**src/hdl/assert_macros.svh**
```systemverilog
// assertion macros used by the rtl top file
// no dependencies
`ifndef ASSERT_MACROS_SVH
`define ASSERT_MACROS_SVH
// property that must hold whenever not in reset
`define CHK_ALWAYS(label, clk, rst, expr, msg) \
   label: assert property (@(posedge clk) disable iff (rst) (expr)) else $error(msg);
// implication whose consequent is checked in the next cycle
`define CHK_NEXT(label, clk, rst, ante, cons, msg) \
   label: assert property (@(posedge clk) disable iff (rst) (ante) |=> (cons)) else $error(msg);
`endif

```
**src/hdl/vrp_pkg.sv**
```systemverilog
// shared types and constants for the video register port
// no dependencies
package vrp_pkg;
   localparam int NAME_RAM_BYTES = 2048;
   localparam int SPRITE_MEM_BYTES = 256;
   localparam int PALETTE_ENTRIES = 32;
   localparam int NAME_AW = $clog2(NAME_RAM_BYTES);
   localparam int SPRITE_AW = $clog2(SPRITE_MEM_BYTES);
   localparam int PAL_AW = $clog2(PALETTE_ENTRIES);

   localparam logic [2:0] CMD_READ = 3'd0;
   localparam logic [2:0] CMD_WRITE = 3'd1;
   localparam logic [2:0] CMD_VBLANK = 3'd2;
   localparam logic [2:0] CMD_PRERENDER = 3'd3;
   localparam logic [2:0] CMD_HIT = 3'd4;
   localparam logic [2:0] CMD_OVERFLOW = 3'd5;

   localparam logic [2:0] REG_CTRL = 3'd0;
   localparam logic [2:0] REG_MASK = 3'd1;
   localparam logic [2:0] REG_STATUS = 3'd2;
   localparam logic [2:0] REG_OAMADDR = 3'd3;
   localparam logic [2:0] REG_OAMDATA = 3'd4;
   localparam logic [2:0] REG_SCROLL = 3'd5;
   localparam logic [2:0] REG_ADDR = 3'd6;
   localparam logic [2:0] REG_DATA = 3'd7;

   // byte address of the mirroring mode register
   localparam logic [1:0] CSR_MIRROR = 2'd0;

   typedef struct packed {
      logic [2:0] command;
      logic [2:0] reg_select;
      logic [7:0] write_data;
   } req_type;

   typedef struct packed {
      logic [7:0] read_data;
      logic nmi_pulse;
      logic pattern_access;
      logic [12:0] pattern_address;
      logic [15:0] scroll_address;
      logic [2:0] fine_scroll_x;
   } rsp_type;

   // controller to datapath
   typedef struct packed {
      logic capture;   // latch request
      logic execute;   // perform the update
   } cmd_type;

   // datapath to controller
   typedef struct packed {
      logic busy;
   } stat_type;

   function automatic logic [PAL_AW-1:0] pal_index(input logic [15:0] a);
      logic [4:0] i;
      i = a[4:0];
      if ((i & 5'h13) == 5'h10) i = i & 5'h0C;
      return i;
   endfunction

   function automatic logic [NAME_AW-1:0] name_index(input logic [15:0] a,
                                                     input logic [1:0] mode);
      logic [11:0] rel;
      logic bank;
      rel = a[11:0];
      case (mode)
         2'd0: bank = rel[11];
         2'd1: bank = rel[10];
         2'd2: bank = 1'b0;
         default: bank = 1'b1;
      endcase
      return {bank, rel[9:0]};
   endfunction
endpackage

```
**src/hdl/vrp_ctrl.sv**
```systemverilog
// sequencing of one transfer: capture, execute, hold result
// depends on vrp_pkg
module vrp_ctrl (
   input  logic clock,
   input  logic reset,
   input  logic req_valid,
   output logic req_ready,
   output logic rsp_valid,
   input  logic rsp_ready,
   output vrp_pkg::cmd_type cmd,
   input  vrp_pkg::stat_type stat
);
   import vrp_pkg::*;

   typedef enum logic [2:0] {
      ST_IDLE = 3'b001,
      ST_EXEC = 3'b010,
      ST_DONE = 3'b100
   } state_type;

   state_type state_ff, state_in;

   assign req_ready = (state_ff == ST_IDLE) && !stat.busy;
   assign rsp_valid = (state_ff == ST_DONE);
   assign cmd.capture = req_valid && req_ready;
   assign cmd.execute = (state_ff == ST_EXEC);

   always_comb begin
      state_in = state_ff;
      case (state_ff)
         ST_IDLE: if (cmd.capture) state_in = ST_EXEC;
         ST_EXEC: state_in = ST_DONE;
         ST_DONE: if (rsp_ready) state_in = ST_IDLE;
         default: state_in = ST_IDLE;
      endcase
   end

   always_ff @(posedge clock) begin
      if (reset) state_ff <= ST_IDLE;
      else state_ff <= state_in;
   end
endmodule

```
**config.mk**
```make
export PLATFORM = sky130hd
export DESIGN_NAME = vrp_ctrl
export DESIGN_NICKNAME = d
export VERILOG_FILES = /design/src/hdl/assert_macros.svh /design/src/hdl/vrp_pkg.sv /design/src/hdl/vrp_ctrl.sv
export SDC_FILE = /design/constraint.sdc
export NUM_CORES = 1
export LEC_CHECK = 0
export ABC_AREA = 1
export BUFFER_PORTS_ARGS = -buffer_cell sky130_fd_sc_hd__buf_4
export CORE_AREA = 2 2 39 41
export CTS_CLUSTER_DIAMETER = 30
export DETAILED_ROUTE_END_ITERATION = 7
export DIE_AREA = 0 0 41 43
export GPL_ROUTABILITY_DRIVEN = 0
export HOLD_SLACK_MARGIN = 0.12
export PLACE_DENSITY = 0.41
export SLEW_MARGIN = 10
export SYNTH_ARGS = -nofsm -noshare
export SYNTH_HDL_FRONTEND = slang
export SYNTH_SLANG_ARGS = --single-unit
```
**constraint.sdc**
```tcl
create_clock -name clock -period 1.3 [get_ports clock]
set_clock_uncertainty 0.2 [all_clocks]
set_input_delay 0.13 -clock clock [delete_from_list [all_inputs] [get_ports clock]]
set_output_delay 0.13 -clock clock [all_outputs]
set_load 0.05 [all_outputs]
```
# == Word level (Yosys, flattened, before mapping) ==
# Cells that the tools add are included.
# classes
eq_ne,5
muxes,3
reduce_logical,4
# ops
op,count
$pmux W3 S3,1
$mux W3,2
$eq A3 B1 Y1 const B,1
$eq A3 B2 Y1 const B,1
$eq A3 B3 Y1 const B,1
$logic_and A1 B1 Y1,2
$ne A2 B1 Y1 const B,1
$ne A2 B2 Y1 const B,1
$reduce_and A2 Y1,1
$logic_not A1 Y1,1
# totals
regBits,3
input_bits,5
out_inout_bits,4
word_cells,13

# == Depth between registers and ports, before layout ==
# depth
word_depth,5
ltp_mapped,5
mapped_depth_nobuf,5

# == Least setup slack after synthesis ==
# No wires, ideal clock.
# synth_timing
kind,reg-to-output
startpoint,register state_ff[2]
endpoint,output port rsp_valid
arrival_time_ns,1.440
t_required_ns,0.970
slack_ns,-0.470
path_stages_with_launch,3
n_path_buf,0
path_cell_list,dfxtp_1 > inv_1 > nor3_1
# synth_between
elab_chain_cells,1
# synth_rtl
item,line,text
"start, declared",vrp_ctrl.sv:21,"state_type state_ff, state_in;"
"start signal, assigned",vrp_ctrl.sv:40,else state_ff <= state_in;
$eq A3 B3 Y1,vrp_ctrl.sv:24,assign rsp_valid = (state_ff == ST_DONE);
"end, declared",vrp_ctrl.sv:8,"output logic rsp_valid,"
# No other way between the ends.

==> results.md <==
## Global route
- 6.72% — Global Route Usage Sum
- 738 um — global-route wire length before repair
- 5 — largest net degree at the start of global routing
- 0 — initial antenna violation count
- 207 — vias in the first global route
- 0 — overflow left after global routing

## CTS
- 0.23 ns — clock latency reported for the late side of the worst-skew pair
- 3 — clock buffers created by TritonCTS
- 3 — number of clock sinks seen by CTS
- done — CTS tree
- 1 — maximum level of the CTS H-tree
- 2 — Clock Tree Buf Depth
- 2 — post-cts hold buffer count
- 0.04 ns — clock transition at the registers of the reported paths
- sky130_fd_sc_hd__clkbuf_4 — cell at the root of the clock tree

## Logic synthesis
- 0% — post-synthesis share of cell area spent on full adders, half adders and majority gates
- 12 — number of distinct library cell variants in the gate-level netlist after synthesis
- 28 — synthesized netlist net count
- 7.40 um2 — synthesized area per cell
- 3 — flop and latch count out of synthesis
- 0% — mux cell area share after synthesis
- simple AND/OR/NAND/NOR gates — main combinational cell family by area after synthesis
- 35.3% — Seq/Total Area, Yosys
- 39.7% — basic-gate share of the synthesized area counting and, or, nand and nor cells
- 0% — xor-xnor portion of the synthesized cell area
- 170 um2 — post-synthesis cell area
- 0 — Ys Warns
- 7.35% — Synth Area in Compound Gates
- 23 — cells after synthesis

## Timing
- -0.176 ns — final setup margin
- -0.428 ns — Setup Total Neg Slack
- 0.163 ns — Least-Margin Pin Slew
- 0 — number of failing hold endpoints at the final stage
- 4 — endpoints failing setup
- 678 MHz — highest achievable clock rate
- 1.48 ns — post-layout minimum cycle time
- 114% — period utilisation layout
- yes — setup repair after global routing missed its margin
- 89.1% — slew margin rel.
- 0 — Slew Limit Fails

## Power
- 984 nW/um2 — pwr/cell area
- 0.189 nW — leakage power
- 0.449 mV — highest ir drop seen on vdd
- 386 uW — Power, Total

## Drt
- 7.02 um — wire length per cell
- 0 — number of nets with antenna violations after detailed routing
- 4 — initial detailed-routing violation count
- 2 — DR pass1 iterations
- 209 — number of vias after detailed routing
- 421 um — wire length after detailed routing
- 0 — remaining routing DRC violations
- 3.48 — DR vias/cell

## Die
- 43 um — die boundary height
- 14 — number of core rows
- 1760 um2 — die area
- 9 — io pins
- 12.3% — initial core utilization
- 41 um — die width
- 1380 um2 — area of the core region

## Placement
- 292 um — post-DP HPWL
- 0.0205 ns — Post-Place Setup Slack
- 8 — Buffers on Ports
- 269 um2 — cell area reported after detailed placement

## Setup path
- cmd[1] — last element of the critical path
- nor2_4 > nand2_2 > nor2_4 > nand2_2 > clkinvlp_4 > buf_8 — critical path, cell by cell
- primary output — Worst setup EP type
- state_ff[1]$_SDFFE_PP0P_ — worst flop-to-flop path startpoint
- flip-flop — nature of the critical path startpoint
- 3 — largest driver fanout on the critical path
- 1.15 ns — critical path data arrival time
- 0.97 ns — required time at the endpoint of the critical path
- 0.10 ns — slack of the worst reg-to-reg path
- 6 — count of cells along the worst register-to-register path
- reg2out — worst setup path category
- sky130_fd_sc_hd__dfxtp_2 — slowest stage cell on the critical path
- 0.33 ns — maximum single-stage delay on the critical path
- state_ff[0]$_SDFFE_PP1P_ — Crit Reg-Reg Endpoint
- state_ff[2]$_SDFFE_PP0P_ — Crit. Startpoint

## Layout
- state_ff — register with the highest flop count
- 62.6 um2 — Storage cell area
- 130% — area added between synthesis and finish
- 63.6% — share of post-route cells with drive strength above 1
- 392 um2 — fin area
- 90.1 um2 — Multi-input gate area
- sky130_fd_sc_hd__buf_4 — most common library cell in the layout ignoring fill and taps
- 0 — antenna cell count
- state_ff x3 — top flop regs
- 11 x sky130_fd_sc_hd__buf_4, 5 x sky130_fd_sc_hd__inv_1, 3 x sky130_fd_sc_hd__nand3_1, 3 x sky130_fd_sc_hd__clkbuf_4, 3 x sky130_fd_sc_hd__buf_6 — commonest non-fill, non-tap cells in the layout
- 50 — number of nets at the end of the flow
- 3 — max FFs per register
- 156 — # fillers

## Run status
- negative setup slack — failing checks
- finished with violations — outcome

## Worst hold path
- stat — hold path startpoint
- in2reg — worst min-delay path category

## Run
- 0 — max-capacitance violation count

stage by stage:
step / hold slack (ns) / util, % / instances
2_1_floorplan: -0.0105 / - / 23
3_3_place_gp: 0.109 / 19.4 / 48
3_5_place_dp: 0.107 / 19.4 / 48
4_1_cts: 0.00797 / 27.8 / 59
5_1_grt: 0.00832 / 28.3 / 60
6_report: 0.00989 / 28.3 / 60
cell usage after synthesis, drive strengths merged:
| cell type | n | area share [%] |
|---|---|---|
| nand3 | 3 | 8.8 |
| nor3 | 1 | 2.9 |
| buf | 1 | 4.4 |
| dfxtp | 3 | 35 |
| nand2 | 2 | 7.4 |
| nand3b | 1 | 4.4 |
| inv | 6 | 13 |
| a21oi | 1 | 2.9 |
| nor2 | 4 | 16 |
| o211ai | 1 | 4.4 |
per-layer routing:
layer	up-vias	GRT usage, %	wire [um]
li1	111	-	-
met1	90	7.05	181
met2	8	8.44	208
met3	0	6.28	31
met4	0	4.00	0
met5	-	0	0
where the power goes:
| part | switching, mW | total, mW | internal (mW) |
|---|---|---|---|
| Sequential | 0.00599 | 0.104 | 0.0979 |
| Combinational | 0.0543 | 0.117 | 0.0625 |
| Clock | 0.0497 | 0.165 | 0.115 |
how the worst min path moves through the flow:
stage               slack, ns  cells after the start                  endpoint
finish                   0.01                      3  state_ff[0]$_SDFFE_PP1P_
CTS                     0.008                      3  state_ff[0]$_SDFFE_PP1P_
detailed placement       0.11                      2  state_ff[1]$_SDFFE_PP0P_
global placement         0.11                      2  state_ff[1]$_SDFFE_PP0P_
floorplan               -0.01                      1  state_ff[1]$_SDFFE_PP0P_
global route            0.008                      3  state_ff[0]$_SDFFE_PP1P_
cell type report:
| class | count | area share [%] |
|---|---|---|
| Multi-Input combinational cell | 13 | 23.0 |
| Clock buffer | 4 | 6.71 |
| Timing Repair Buffer | 18 | 42.5 |
| Sequential cell | 3 | 16.0 |
| Inverter | 6 | 6.71 |
| Tap cell | 16 | 5.11 |
timing repair:
item / in CTS / in global routing
buffers inserted: 5 / 1
endpoints found under the hold margin: 3 / 2
gates resized for setup: 8 / 0
endpoints found under the setup margin: 4 / 4
pin swaps: 1 / 0
cell families after synthesis:
kind of cell	Yosys count
DFF	3
AOI/OAI and AO/OA	2
buffers and inverters	7
and+or+nand+nor	11
critical path, delay by kind of cell (launching register included):
kind          cells  cell delay (ns)
simple gates      4             0.38
flops             1             0.33
buf+inv           2             0.20
No activity file was read; power rests on OpenSTA's default activity.
